===== config.mk =====
export PLATFORM = sky130hd
export DESIGN_NAME = fpga_image_marker_bit_reverse_unit_flat
export DESIGN_NICKNAME = d
export VERILOG_FILES = /design/src/rtl/core/fimbr_pkg.sv /design/src/rtl/core/fimbr_if.sv /design/src/rtl/core/fimbr_scan.sv /design/src/rtl/core/fpga_image_marker_bit_reverse_unit.sv /design/src/flat_wrapper.sv
export SDC_FILE = /design/constraint.sdc
export NUM_CORES = 1
export LEC_CHECK = 0
export BUFFER_PORTS_ARGS = -buffer_cell sky130_fd_sc_hd__buf_2
export CORE_MARGIN = 5
export CORE_UTILIZATION = 55
export DETAILED_ROUTE_END_ITERATION = 10
export PLACE_DENSITY = 0.73
export SLEW_MARGIN = 20
export SYNTH_ARGS = -nofsm -noshare
export SYNTH_HDL_FRONTEND = slang
export SYNTH_HIERARCHICAL = 1
export SYNTH_SLANG_ARGS = --single-unit

===== constraint.sdc =====
create_clock -name clock -period 13.1 [get_ports clock]
set_clock_uncertainty 0.2 [all_clocks]
set_input_delay 0 -clock clock [delete_from_list [all_inputs] [get_ports clock]]
set_output_delay 0 -clock clock [all_outputs]
set_load 0.01 [all_outputs]

===== src/rtl/core/fimbr_pkg.sv =====
// Shared types, constants and helpers for the image marker bit-reverse unit.
`default_nettype none

package fimbr_pkg;

   localparam int LengthBits = 32;
   localparam int SumBits    = LengthBits + 1;

   // marker characters
   localparam logic [7:0] CharE   = 8'h45;
   localparam logic [7:0] CharP   = 8'h50;
   localparam logic [7:0] CharC   = 8'h43;
   localparam logic [7:0] CharS   = 8'h53;
   localparam logic [7:0] Char1   = 8'h31;
   localparam logic [7:0] Char4   = 8'h34;
   localparam logic [7:0] Char6   = 8'h36;

   localparam logic [6:0] SkipAfterMarker = 7'd20;
   localparam logic [6:0] TrailerEpcs4    = 7'd61;
   localparam logic [6:0] TrailerEpcs16   = 7'd66;
   localparam logic [6:0] TrailerEpcs64   = 7'd62;

   typedef logic [LengthBits-1:0] length_type;

   typedef enum logic [2:0] {
      MatchNone,
      MatchE,
      MatchEp,
      MatchEpc,
      MatchEpcs,
      MatchEpcs1,
      MatchEpcs6
   } match_type;

   typedef struct packed {
      logic        valid;
      logic [7:0]  out_byte;
      logic        is_payload;
      logic        done_res;
      logic        found;
      logic        bad_length;
      logic [31:0] payload_length;
   } result_type;

   function automatic logic [7:0] reverse_byte(input logic [7:0] b);
      return {b[0], b[1], b[2], b[3], b[4], b[5], b[6], b[7]};
   endfunction

endpackage

`default_nettype wire


===== src/rtl/core/fimbr_if.sv =====
// Request and response channel interfaces of the image marker bit-reverse unit.
`default_nettype none

interface fimbr_req_if;
   logic       valid;
   logic       ready;
   logic       frame_start;
   logic [7:0] data_byte;

   modport source (output valid, frame_start, data_byte, input ready);
   modport sink   (input valid, frame_start, data_byte, output ready);
   modport mon    (input valid, ready, frame_start, data_byte);
endinterface

interface fimbr_rsp_if;
   logic        valid;
   logic        ready;
   logic [7:0]  out_byte;
   logic        is_payload;
   logic        done_res;
   logic        found;
   logic        bad_length;
   logic [31:0] payload_length;

   modport source (output valid, out_byte, is_payload, done_res, found, bad_length,
                   payload_length, input ready);
   modport sink   (input valid, out_byte, is_payload, done_res, found, bad_length,
                   payload_length, output ready);
   modport mon    (input valid, ready, out_byte, is_payload, done_res, found, bad_length,
                   payload_length);
endinterface

`default_nettype wire


===== src/rtl/core/fimbr_scan.sv =====
// Marker scanner, payload window tracking and result formation for one byte per beat.
`default_nettype none

module fimbr_scan import fimbr_pkg::*; (
   input  wire logic       clock,
   input  wire logic       reset,
   input  wire logic       accept,
   input  wire logic       frame_start,
   input  wire logic [7:0] data_byte,
   input  wire length_type total_length,
   output result_type      result
);

   length_type pos_ff,   pos_in;
   match_type  match_ff, match_in;
   logic       found_ff, found_in;
   length_type start_ff, start_in;
   length_type end_ff,   end_in;
   logic       err_ff,   err_in;

   // state as seen by this beat, after a frame start clears it
   length_type pos_base;
   match_type  match_base;
   logic       found_base;
   length_type start_base;
   length_type end_base;
   logic       err_base;

   logic                 active;
   logic                 last;
   logic                 in_window;
   logic                 take;
   logic [6:0]           trailer;
   logic [SumBits-1:0]   limit_sum;
   match_type            restart;

   always_comb begin
      if (frame_start) begin
         pos_base   = '0;
         match_base = MatchNone;
         found_base = 1'b0;
         start_base = '0;
         end_base   = '0;
         err_base   = 1'b0;
      end else begin
         pos_base   = pos_ff;
         match_base = match_ff;
         found_base = found_ff;
         start_base = start_ff;
         end_base   = end_ff;
         err_base   = err_ff;
      end

      active    = accept && (pos_base < total_length);
      last      = ({1'b0, pos_base} + SumBits'(1)) == {1'b0, total_length};
      in_window = found_base && !err_base && (pos_base >= start_base) && (pos_base < end_base);
      restart   = (data_byte == CharE) ? MatchE : MatchNone;

      take    = 1'b0;
      trailer = TrailerEpcs4;
      match_in = match_base;
      case (match_base)
         MatchNone:  match_in = restart;
         MatchE:     match_in = (data_byte == CharP) ? MatchEp : restart;
         MatchEp:    match_in = (data_byte == CharC) ? MatchEpc : restart;
         MatchEpc:   match_in = (data_byte == CharS) ? MatchEpcs : restart;
         MatchEpcs: begin
            if (data_byte == Char4) begin
               // the 'E' must sit far enough from the end
               match_in = MatchNone;
               take     = !last;
               trailer  = TrailerEpcs4;
            end else if (data_byte == Char1) begin
               match_in = MatchEpcs1;
            end else if (data_byte == Char6) begin
               match_in = MatchEpcs6;
            end else begin
               match_in = restart;
            end
         end
         MatchEpcs1: begin
            if (data_byte == Char6) begin
               match_in = MatchNone;
               take     = 1'b1;
               trailer  = TrailerEpcs16;
            end else begin
               match_in = restart;
            end
         end
         MatchEpcs6: begin
            if (data_byte == Char4) begin
               match_in = MatchNone;
               take     = 1'b1;
               trailer  = TrailerEpcs64;
            end else begin
               match_in = restart;
            end
         end
         default:    match_in = restart;
      endcase

      limit_sum = {1'b0, pos_base} + SumBits'(SkipAfterMarker) + SumBits'(trailer);

      pos_in   = pos_ff;
      found_in = found_ff;
      start_in = start_ff;
      end_in   = end_ff;
      err_in   = err_ff;
      if (accept) begin
         pos_in   = pos_base;
         found_in = found_base;
         start_in = start_base;
         end_in   = end_base;
         err_in   = err_base;
      end
      if (!accept || !active || found_base) begin
         match_in = accept ? match_base : match_ff;
      end
      if (active) begin
         pos_in = pos_base + LengthBits'(1);
         if (!found_base && take) begin
            found_in = 1'b1;
            if (limit_sum > {1'b0, total_length}) begin
               err_in   = 1'b1;
               start_in = '0;
               end_in   = '0;
            end else begin
               start_in = pos_base + LengthBits'(SkipAfterMarker);
               end_in   = total_length - LengthBits'(trailer);
            end
         end
      end

      // a marker taken on this beat never opens the window on the same beat,
      // and on the last byte it always trips the length check
      result.valid          = active && (in_window || last);
      result.is_payload     = in_window;
      result.out_byte       = in_window ? reverse_byte(data_byte) : 8'h00;
      result.done_res       = !in_window && last;
      result.found          = !in_window && last && found_in;
      result.bad_length     = !in_window && last && err_in;
      result.payload_length = (!in_window && last && found_base && !err_base)
                            ? 32'(end_base - start_base) : 32'd0;
   end

   always_ff @(posedge clock) begin
      if (reset) begin
         pos_ff   <= '0;
         match_ff <= MatchNone;
         found_ff <= 1'b0;
         start_ff <= '0;
         end_ff   <= '0;
         err_ff   <= 1'b0;
      end else begin
         pos_ff   <= pos_in;
         match_ff <= match_in;
         found_ff <= found_in;
         start_ff <= start_in;
         end_ff   <= end_in;
         err_ff   <= err_in;
      end
   end

endmodule

`default_nettype wire


===== src/rtl/core/fpga_image_marker_bit_reverse_unit.sv =====
// Top level of the configuration image marker scan and bit-reverse unit.
// Accepts one image byte per beat, every cycle while req_bus is ready, and
// scans for the first EPCS4, EPCS16 or EPCS64 marker; bytes between 20
// past the marker and the variant's trailer come out bit-reversed, and the
// final image byte (at position total_length-1) gives a completion beat
// with found, bad_length and payload_length. Results are registered.
// A two-entry output buffer (output register plus skid) keeps req_bus ready
// while one result waits on rsp_bus; ready drops only when both are full.
// Bytes past the image end and all bytes with total_length of zero give no
// result. Write total_length only while no byte is in flight.
`default_nettype none

module fpga_image_marker_bit_reverse_unit import fimbr_pkg::*; (
   input  wire logic        clock,
   input  wire logic        reset,
   input  wire logic        csr_wr_en,
   input  wire logic [31:0] csr_wr_data,
   fimbr_req_if.sink        req_bus,
   fimbr_rsp_if.source      rsp_bus
);

   length_type total_length_ff;
   logic       accept;
   result_type result;

   result_type out_ff,   out_in;
   result_type skid_ff,  skid_in;
   logic       take_out;

   always_ff @(posedge clock) begin
      if (reset) begin
         total_length_ff <= '0;
      end else if (csr_wr_en) begin
         total_length_ff <= csr_wr_data[LengthBits-1:0];
      end
   end

   assign req_bus.ready = !skid_ff.valid;
   assign accept        = req_bus.valid && req_bus.ready;

   fimbr_scan u_scan (
      .clock        (clock),
      .reset        (reset),
      .accept       (accept),
      .frame_start  (req_bus.frame_start),
      .data_byte    (req_bus.data_byte),
      .total_length (total_length_ff),
      .result       (result)
   );

   assign take_out = rsp_bus.valid && rsp_bus.ready;

   always_comb begin
      out_in  = out_ff;
      skid_in = skid_ff;
      if (skid_ff.valid) begin
         if (take_out) begin
            out_in        = skid_ff;
            skid_in.valid = 1'b0;
         end
      end else if (!out_ff.valid || take_out) begin
         out_in = result;
      end else if (result.valid) begin
         skid_in = result;
      end
   end

   always_ff @(posedge clock) begin
      if (reset) begin
         out_ff.valid  <= 1'b0;
         skid_ff.valid <= 1'b0;
      end else begin
         out_ff.valid  <= out_in.valid;
         skid_ff.valid <= skid_in.valid;
      end
      out_ff.out_byte        <= out_in.out_byte;
      out_ff.is_payload      <= out_in.is_payload;
      out_ff.done_res        <= out_in.done_res;
      out_ff.found           <= out_in.found;
      out_ff.bad_length      <= out_in.bad_length;
      out_ff.payload_length  <= out_in.payload_length;
      skid_ff.out_byte       <= skid_in.out_byte;
      skid_ff.is_payload     <= skid_in.is_payload;
      skid_ff.done_res       <= skid_in.done_res;
      skid_ff.found          <= skid_in.found;
      skid_ff.bad_length     <= skid_in.bad_length;
      skid_ff.payload_length <= skid_in.payload_length;
   end

   assign rsp_bus.valid          = out_ff.valid;
   assign rsp_bus.out_byte       = out_ff.out_byte;
   assign rsp_bus.is_payload     = out_ff.is_payload;
   assign rsp_bus.done_res       = out_ff.done_res;
   assign rsp_bus.found          = out_ff.found;
   assign rsp_bus.bad_length     = out_ff.bad_length;
   assign rsp_bus.payload_length = out_ff.payload_length;

endmodule

`default_nettype wire


===== src/flat_wrapper.sv =====
// flat-port wrapper written by rule: the top's interface ports become plain ports
module fpga_image_marker_bit_reverse_unit_flat import fimbr_pkg::*;
  (clock, reset, csr_wr_en, csr_wr_data, req_bus_valid, req_bus_frame_start, req_bus_data_byte, req_bus_ready, rsp_bus_valid, rsp_bus_out_byte, rsp_bus_is_payload, rsp_bus_done_res, rsp_bus_found, rsp_bus_bad_length, rsp_bus_payload_length, rsp_bus_ready);
  fimbr_req_if req_bus_i ();
  fimbr_rsp_if rsp_bus_i ();
  input  wire logic clock;
  input  wire logic reset;
  input  wire logic csr_wr_en;
  input  wire logic [31:0] csr_wr_data;
  input wire logic [$bits(req_bus_i.valid)-1:0] req_bus_valid;
  input wire logic [$bits(req_bus_i.frame_start)-1:0] req_bus_frame_start;
  input wire logic [$bits(req_bus_i.data_byte)-1:0] req_bus_data_byte;
  output wire logic [$bits(req_bus_i.ready)-1:0] req_bus_ready;
  output wire logic [$bits(rsp_bus_i.valid)-1:0] rsp_bus_valid;
  output wire logic [$bits(rsp_bus_i.out_byte)-1:0] rsp_bus_out_byte;
  output wire logic [$bits(rsp_bus_i.is_payload)-1:0] rsp_bus_is_payload;
  output wire logic [$bits(rsp_bus_i.done_res)-1:0] rsp_bus_done_res;
  output wire logic [$bits(rsp_bus_i.found)-1:0] rsp_bus_found;
  output wire logic [$bits(rsp_bus_i.bad_length)-1:0] rsp_bus_bad_length;
  output wire logic [$bits(rsp_bus_i.payload_length)-1:0] rsp_bus_payload_length;
  input wire logic [$bits(rsp_bus_i.ready)-1:0] rsp_bus_ready;
  assign req_bus_i.valid = req_bus_valid;
  assign req_bus_i.frame_start = req_bus_frame_start;
  assign req_bus_i.data_byte = req_bus_data_byte;
  assign req_bus_ready = req_bus_i.ready;
  assign rsp_bus_valid = rsp_bus_i.valid;
  assign rsp_bus_out_byte = rsp_bus_i.out_byte;
  assign rsp_bus_is_payload = rsp_bus_i.is_payload;
  assign rsp_bus_done_res = rsp_bus_i.done_res;
  assign rsp_bus_found = rsp_bus_i.found;
  assign rsp_bus_bad_length = rsp_bus_i.bad_length;
  assign rsp_bus_payload_length = rsp_bus_i.payload_length;
  assign rsp_bus_i.ready = rsp_bus_ready;
  fpga_image_marker_bit_reverse_unit u_core (.clock(clock), .reset(reset), .csr_wr_en(csr_wr_en), .csr_wr_data(csr_wr_data), .req_bus(req_bus_i), .rsp_bus(rsp_bus_i));
endmodule

# --- Yosys cells after proc, flatten, opt, wreduce, memory -nomap -nowiden ---
# Index checks and enable logic that the tools add are counted.
# W data, S select, Z words.
totals:
  register_bits: 223
  latchBits: 0
  ramBits: 0
  mem_bits_ro: 0
  inputBits: 46
  out_inout_bits: 46
  elab_cells: 130
  memories: 0
classes:
  n_addsub: 7
  mul: 0
  div: 0
  order_cmp: 4
  n_eq_ne: 16
  shifts: 0
  n_mux: 51
  bitwise: 2
  n_reduce_logical: 29
op_table:
  columns: ["operator", "count"]
  rows:
  - ["$mux W32", 14]
  - ["$mux W45", 5]
  - ["$lt A32 B32 Y1", 2]
  - ["$add A32 B1 Y33 const B", 1]
  - ["$add A32 B5 Y33 const B", 1]
  - ["$add A33 B7 Y33", 1]
  - ["$eq A33 B32 Y1", 1]
  - ["$gt A33 B32 Y1", 1]
  - ["$add A32 B1 Y32 const B", 1]
  - ["$add A32 B5 Y32 const B", 1]
  - ["$eq A8 B7 Y1 const B", 4]
  - ["$ge A32 B32 Y1", 1]
  - ["$sub A32 B32 Y32", 1]
  - ["$sub A32 B7 Y32", 1]
  - ["$eq A8 B6 Y1 const B", 3]
  - ["$mux W3", 7]
  - ["$pmux W3 S6", 1]
  - ["$mux W1", 17]
  - ["$pmux W7 S2", 1]
  - ["$logic_and A1 B1 Y1", 13]
  - ["$eq A3 B3 Y1 const B", 3]
  - ["$logic_not A1 Y1", 8]
  - ["$mux W8", 1]
  - ["$mux W7", 1]
  - ["other kinds (10)", 19]

# --- Logic depth before layout (Yosys ltp) ---
# Gate-level depths: netlist of run 1.
logic_depth:
  depth_word: 13
  ltp_mapped: 32
  mapped_depth_nobuf: 30

# --- Hierarchy ---
# The synthesis of run 1 kept the hierarchy.
modules_own_cells:
  columns: ["mod", "instances", "cells_each", "area_each_um2", "seq_area_each_um2"]
  rows:
  - ["fimbr_scan", 1, 1814, 13197.7, 2021.9]
  - ["fpga_image_marker_bit_reverse_unit", 1, 255, 4684.5, 3323.2]

# --- Least setup slack after synthesis of run 1 ---
# No wires, ideal clock.
synth_path:
  path_kind: "input -> register"
  start: "input port req_bus_frame_start"
  end: "register, netlist name u_core/rsp_bus.bad_length"
  setup_time_ps: 129
  arrival_time_ps: 6052
  t_required_ps: 12771
  slack_ps: 6720
  cell_stages: 32
  n_path_buf: 6
  cell_sequence: "clkbuf_1 -> buf_2 -> buf_2 -> clkbuf_1 -> clkbuf_1 -> clkbuf_1 -> or3_1 -> inv_1 -> ha_1 -> ha_1 -> inv_1 -> fa_1 -> nor2b_1 -> o21ai_0 -> a21oi_1 -> o21a_1 -> o21ai_0 -> a21boi_1 -> nand4_1 -> nor2_1 -> xor2_1 -> ha_1 -> nand4_1 -> nor4_1 -> nand2b_1 -> o22ai_1 -> nor4_1 -> or2_2 -> or3_1 -> o21a_1 -> nor2_1 -> mux2_4"
synth_lines:
  columns: ["element", "line", "text"]
  rows:
  - ["start, declared", "flat_wrapper.sv:11", "input wire logic [$bits(req_bus_i.frame_start)-1:0] req_bus_frame_start;"]

# --- Worst setup path after layout of run 1 ---
layout_path:
  start: "input port req_bus_data_byte[4]"
  end: "register u_core.u_scan.err_ff"
layout_via:
  elab_chain_len: 8
  word_cells_on_any_way: 15
  cone_classes: "add/sub (1); order compare (1); eq/ne (2); mux (10); reduce/logical (1)"
layout_rtl:
  columns: ["element", "line", "text"]
  rows:
  - ["start, declared", "flat_wrapper.sv:12", "input wire logic [$bits(req_bus_i.data_byte)-1:0] req_bus_data_byte;"]
  - ["$eq A8 B6 Y1 (on tied branches)", "fimbr_scan.sv:68, fimbr_scan.sv:91, fimbr_scan.sv:82", null]
  - ["$mux W2 or $mux W7 (tied branches)", "fimbr_scan.sv:91, fimbr_scan.sv:82", null]
  - ["$pmux W7 S2", "fimbr_scan.sv:62", "case (match_base)"]
  - ["$add A33 B7 Y33", "fimbr_scan.sv:102", "limit_sum = {1'b0, pos_base} + SumBits'(SkipAfterMarker) + SumBits'(trailer);"]
  - ["$gt A33 B32 Y1", "fimbr_scan.sv:123", "if (limit_sum > {1'b0, total_length}) begin"]
  - ["$mux W1", "fimbr_scan.sv:123", null]
  - ["$mux W1 *", "fimbr_scan.sv:121", "if (!found_base && take) begin"]
  - ["$mux W1 *", "fimbr_scan.sv:119", "if (active) begin"]
  - ["end signal, assigned", "fimbr_scan.sv:160", "err_ff <= err_in;"]
  - ["end, declared", "fimbr_scan.sv:19", "logic err_ff, err_in;"]
# Mark *: on every way between the ends. The rest lies on a longest branch, timed or not.
# A chain may end at the register's enable or synchronous reset.

==> results.md, run 1 <==
* Status: complete, no violations
* Non-Filler Instances at 2589
* Fin crit share at 0.5892
* Worst Setup Start Kind: primary input
* Worst-path maximum fanout at 7
* EDFF count, synth at 88
* Fin. Hold Viols at 0
* GR Layer Usage met3 at 0.03643
* Dominant synthesized flop cell: dfxtp_1
* Global-route wire length before repair at 84900 microns
* Register clock-pin slew on the reported worst setup and hold paths at 0.06 ns
* Max-slew violation count at 0
* Met2 usage at 0.4740
* Detailed Routing Iterations Pass 1 at 7
* Ratio of cells with drive above 1 in the final layout at 0.1132
* Core area at 0.03229 sq mm
* IO Pins at 92
* Cell with the most instances after synthesis: ha_1
* Crit path from: req_bus_data_byte[4]
* Tot Pwr at 1.593 mW
* ANT cells at 0
* # nets final at 2358
* Ys Warns at 6
* Post-Route WL at 54450 microns
* Register area share after synthesis at 0.2989
* Top cells by count, synth: ha_1 (181), nand2_1 (180), nor2_1 (169), dfxtp_1 (135)
* Reg-to-Reg End: u_core/u_scan/err_ff$_SDFF_PP0_
* Mapped cell area at 0.01788 sq mm
* Critical Path AT at 7.99 ns
* Synth top area cells: dfxtp_1 (15%), edfxtp_1 (15%), ha_1 (13%), xnor2_1 (5.9%), nand2_1 (3.8%)
* Vias at 15967
* Dpl cell area at 0.01849 sq mm
* Worst Tran Pin Value at 1.113 ns
* Fmax at 0.1296 GHz
* Die Y at 190.3 microns
* P per Cell Area at 80.58 mW/mm^2
* Antenna Violating Nets Remaining at 0
* HP Class: primary input to flop
* Final min period at 7.718 ns
* CTS Buf Count at 25
* Max_cap viols at 0
* Drt first-iter violations at 1089
* Leakage power at 8.151 nW
* CTS HTree Levels at 1
* Routability cong. at 0.9899
* Cells after Synth at 2069
* Inst Count DP at 2496
* Wirelength per Cell at 21.03 microns
* Area Growth Syn to Fin at 10.57%
* Gr usage total at 0.2912
* Setup CP Type: primary input to flop
* Syn_nets at 2299
* Critical path endpoint category: flop
* Post-synth cell types at 91
* Hpwl dp at 41070 microns
* Total negative slack at 0 ns
* DRC at 0
* Req. time, crit path at 13.37 ns
* Vias/cell at 6.167
* Sink Count at 223
* Yosys top cell area share at 0.1511
* CTS Buffer Depth at 3
* Crit-path slowest cell: or4_1
* RSZ-0062 raised after global routing: no
* Gr ovfl total at 0
* Pre-CTS WS at 5.566 ns
* TritonCTS clock tree: yes
* Clk_lat worst skew at 0.54 ns
* Reg-to-reg slack, setup at 5.73 ns
* Post-CTS setup buffers at 0
* Worst VDD drop at 90.66 uV
* Syn avg cell area at 8.643 sq um
* Flops & latches, synth at 223
* Reg2Reg Depth at 29
* Port buffer count at 91
* Vias in the first global route at 15265
* Setup Viol. Count Final at 0
* Setup WS post-layout at 5.382 ns
* Initial Util at 0.5538
* Worst path max stage delay at 0.60 ns
* Row cnt at 66
* DIE WIDTH at 190.3 microns
* CTS root buffer: clkbuf_16
* Post-synth ARST share at 0
* Rel. slew slack at 0.2563
* Initial antenna violation count at 0
* M1 GR Usage at 0.4132
* DIE AREA at 0.03622 sq mm
* Worst Setup EP: u_core/u_scan/err_ff$_SDFF_PP0_
* GRT Max-Usage Layer: met2
* Post-synth top area cell: dfxtp_1
* Final Cell Area at 0.01977 sq mm
* Worst reg2reg startpoint: u_core/u_scan/match_ff[0]$_SDFFE_PP0P_
* Largest net degree at the start of global routing at 73
-- critical path: cells and delay by family --
family | cells | cell delay (ns)
simple gates | 15 | 3.82
compound gates | 7 | 1.51
buf+inv | 4 | 1.46
xor+xnor | 1 | 0.09
fa+ha+maj | 3 | 1.09
-- layout by cell type (no fill, tap or decap), types with 8 or more instances in the layout --
| cell type | count |
|---|---|
| nor2b_1 | 43 |
| o211ai_1 | 14 |
| a211oi_1 | 23 |
| dfxtp_1 | 134 |
| nand2_1 | 180 |
| a21oi_1 | 93 |
| nor2_1 | 169 |
| ha_1 | 181 |
| o2111ai_1 | 64 |
| a31oi_1 | 17 |
| nor4_1 | 15 |
| clkbuf_16 | 25 |
| or3_1 | 15 |
| nand4b_1 | 8 |
| a21o_1 | 30 |
| o21ai_1 | 40 |
| inv_1 | 120 |
| nand2b_1 | 23 |
| mux2i_1 | 39 |
| xnor2_1 | 120 |
| dlygate4sd3_1 | 47 |
| xor2_1 | 27 |
| mux2_4 | 44 |
| nor3_1 | 47 |
| nand3_1 | 38 |
| edfxtp_1 | 88 |
| o21ai_0 | 117 |
| nand4_1 | 48 |
| o22ai_1 | 8 |
| and2_1 | 9 |
| buf_2 | 90 |
| a22oi_1 | 14 |
| o21a_1 | 14 |
| buf_4 | 32 |
| and3_1 | 10 |
-- worst min-delay path by stage --
stage | startpoint | endpoint | slack [ns] | cells after the start
after global placement | csr_wr_data[6] | u_core/total_length_ff[6]$_SDFFE_PP0P_ | 0.03 | 3
final | csr_wr_data[0] | u_core/total_length_ff[0]$_SDFFE_PP0P_ | 0.04 | 4
after detailed placement | csr_wr_data[20] | u_core/total_length_ff[20]$_SDFFE_PP0P_ | 0.04 | 3
after global routing | csr_wr_data[6] | u_core/total_length_ff[6]$_SDFFE_PP0P_ | 0.06 | 4
after CTS | csr_wr_data[6] | u_core/total_length_ff[6]$_SDFFE_PP0P_ | 0.01 | 4
after floorplan | rsp_bus_ready | u_core/skid_ff[44]$_SDFF_PP0_ | -0.1 | 1
-- cell families after synthesis --
kind of cell	Yosys count	share of synthesized area
compound gates	503	0.1854
xor+xnor	147	0.07200
fa+ha+maj	184	0.1300
buf+inv	258	0.06332
flops	223	0.2989
mux	83	0.05877
simple gates	671	0.1916
-- sequential cells by signal, indices dropped and copies added (netlist names), 3 cells and up --
register and count:
u_core/u_scan/end_ff 32, u_core/total_length_ff 32, u_core/rsp_bus.payload_length 32, u_core/skid_ff 45, u_core/u_scan/start_ff 32, u_core/u_scan/pos_ff 32, u_core/rsp_bus.out_byte 8, u_core/u_scan/match_ff 3
-- metrics by stage --
step | hold slack, ns | util
final | 0.04193 | 0.6124
after global routing | 0.05981 | 0.6124
after CTS | 0.01178 | 0.6124
after detailed placement | 0.04307 | 0.5727
after global placement | 0.03356 | 0.5727
after floorplan | -0.09990 | -
-- power by group --
group | leakage, nW | internal, mW | total (mW) | switching, mW
combinational | 5.68 | 0.0624 | 0.159 | 0.0967
sequential | 2.09 | 0.722 | 0.737 | 0.0154
clock | 0.383 | 0.408 | 0.697 | 0.289
total | 8.15 | 1.19 | 1.59 | 0.401
-- per-layer routing --
layer	vias up	part of all wire
li1	7666	-
met3	97	0.067
met4	0	0.024
met2	615	0.45
met5	-	0
met1	7589	0.46
-- area by class of cell --
| type | instances | area, sq um |
|---|---|---|
| timing repair buffer | 169 | 1161 |
| inverter | 121 | 454.2 |
| tap | 442 | 553.0 |
| fill | 2826 | 12520 |
| multi-input combinational | 1588 | 11440 |
| sequential | 223 | 5349 |
| clock buffer | 27 | 633.1 |
| clock inverter | 19 | 178.9 |
-- repair_timing --
item                                   4_1_cts  5_1_grt
endpoints found under the hold margin      101        0
gates resized for setup                      0        0
hold buffers                                47        0
Power figures use the tool's default switching activity.
==> run 2: changes to the inputs <==
clock period = 7.5 ns   (was 13.1 ns; I/O delays follow)
==> run 2 against run 1 <==
Net effect:
- combinational power rose by 79%
- global-route usage is essentially flat
- via count increased by 0.34%
- hold slack worse by 0.0085 ns
- first-iteration DRC count increased by 13%
- sequential share of layout area fell by 0.20 points
- setup slack got worse by 4.9 ns
- final cell count grew 0.42%
- die area unchanged
- non-clock buffer count up 11
- clock power rose by 82%
- sequential cell count unchanged
==> results.md, run 2 (synthesized netlist as in run 1, its figures left out) <==
* Status: complete, no violations
* Initial Util at 0.5538
* P per Cell Area at 142.9 mW/mm^2
* Hold Crit Start: csr_wr_data[3]
* Rel. slew slack at 0.2841
* Antenna Violating Nets Remaining at 0
* Initial antenna violation count at 1
* Clk_lat worst skew at 0.55 ns
* Fin. Hold Viols at 0
* Worst-path maximum fanout at 7
* Routability cong. at 0.9306
* Final Cell Area at 0.01992 sq mm
* Most common cell after layout, fill and taps aside: ha_1
* Ratio of cells with drive above 1 in the final layout at 0.1191
* Post-Route WL at 54340 microns
* Die Y at 190.3 microns
* DIE WIDTH at 190.3 microns
* Biggest register: u_core/skid_ff
* Hpwl dp at 41000 microns
* Register clock-pin slew on the reported worst setup and hold paths at 0.06 ns
* Leakage power at 8.236 nW
* Global-route wire length before repair at 84700 microns
* Setup CP Type: primary input to flop
* TritonCTS clock tree: yes
* Post-CTS setup buffers at 0
* Gr ovfl total at 0
* Worst reg2reg startpoint: u_core/u_scan/match_ff[0]$_SDFFE_PP0P_
* Final min period at 7.019 ns
* Core area at 0.03229 sq mm
* Detailed Routing Iterations Pass 1 at 5
* Worst Setup Start Kind: primary input
* Max-slew violation count at 0
* Fmax at 0.1425 GHz
* Total negative slack at 0 ns
* Largest net degree at the start of global routing at 65
* Req. time, crit path at 7.72 ns
* Dpl cell area at 0.01861 sq mm
* Gr usage total at 0.2916
* Max FFs per register at 45
* ANT cells at 0
* DRC at 0
* CTS Buf Count at 25
* Critical path endpoint category: flop
* Worst VDD drop at 177.2 uV
* Most frequent cells in the layout: ha_1 (181), nand2_1 (180), nor2_1 (169)
* Crit path from: req_bus_data_byte[4]
* Fill count at 2785
* CTS HTree Levels at 1
* Critical Path AT at 7.24 ns
* Wirelength per Cell at 20.90 microns
* Drt first-iter violations at 1226
* IO Pins at 92
* Sink Count at 223
* # nets final at 2369
* DIE AREA at 0.03622 sq mm
* Crit-path slowest cell: or4_1
* Vias in the first global route at 15366
* Area Growth Syn to Fin at 11.40%
* CTS root buffer: clkbuf_16
* Vias/cell at 6.162
* Worst Tran Pin Value at 1.074 ns
* Max_cap viols at 0
* Vias at 16021
* Worst path max stage delay at 0.59 ns
* Setup Viol. Count Final at 0
* CTS Buffer Depth at 3
* HP Class: primary input to flop
* Fin crit share at 0.9359
* RSZ-0062 raised after global routing: no
* Row cnt at 66
* Port buffer count at 91
==> run 2: changes by cell type in the layout (fill, tap and decap cells not counted), sizes merged <==
| cell | previous run | this run |
|---|---|---|
| clkinvlp | 5 | 3 |
| bufinv | 3 | 4 |
| clkinv | 10 | 7 |
| dlygate4sd3 | 47 | 46 |
| clkbuf | 27 | 30 |
| buf | 122 | 134 |
| inv | 122 | 123 |
==> run 2: metal layers <==
layer / global-route usage / part of all wire
met5: 0 / 0
met4: 0.08702 / 0.029
met3: 0.03515 / 0.075
met2: 0.4711 / 0.45
met1: 0.4118 / 0.45
==> run 2: what timing repair did <==
item | 4_1_cts | 5_1_grt
hold endpoints to repair | 109 | 0
resized for setup | 0 | 1
setup endpoints to repair | 0 | 2
hold buffers | 46 | 0
==> run 2: worst paths after layout <==
kind	end	slack, ns	cells after the start
min	u_core/total_length_ff[3]$_SDFFE_PP0P_	0.03	4
max reg2reg	u_core/rsp_bus.bad_length$_DFFE_PP_	0.76	30
min reg2reg	u_core/u_scan/end_ff[18]$_SDFF_PP0_	0.27	2
max	u_core/rsp_bus.bad_length$_DFFE_PP_	0.48	31
==> run 2: through the flow <==
step	hold WS [ns]	util	worst slack, ns	std cells	power [mW]
floorplan	-0.09990	-	1.120	2069	1.477
global placement	0.03481	0.5760	0.8011	2508	1.562
detailed placement	0.04282	0.5762	0.6644	2508	1.568
CTS	0.006716	0.6168	0.6042	2600	2.860
global route	0.04204	0.6170	0.06894	2600	2.947
finish	0.03348	0.6170	0.4807	2600	2.846
==> run 2: power breakdown <==
part,switching [mW],total (mW),internal [mW],leakage (nW)
Sequential,0.0271,1.29,1.26,2.10
Combinational,0.173,0.284,0.111,5.74
Clock,0.514,1.27,0.761,0.403
Total,0.713,2.85,2.13,8.24
==> run 2: cell type report <==
cell class / instances / area, sq um / share of cell area
clock inverter: 16 / 193.9 / 0.009736
clock buffer: 30 / 654.4 / 0.03285
tap: 442 / 553.0 / 0.02776
inverter: 121 / 454.2 / 0.02280
multi-input combinational: 1588 / 11460 / 0.5754
sequential: 223 / 5349 / 0.2685
timing repair buffer: 180 / 1254 / 0.06294
==> run 2: worst max-delay path: cells and delay by family <==
family / cells / cell delay [ns]
AND/OR/NAND/NOR: 15 / 3.71
adder cells (fa/ha/maj): 3 / 1.08
XOR/XNOR: 1 / 0.09
multiplexers: 1 / 0.18
AO/OA/AOI/OAI: 7 / 1.09
buffers and inverters: 4 / 1.07
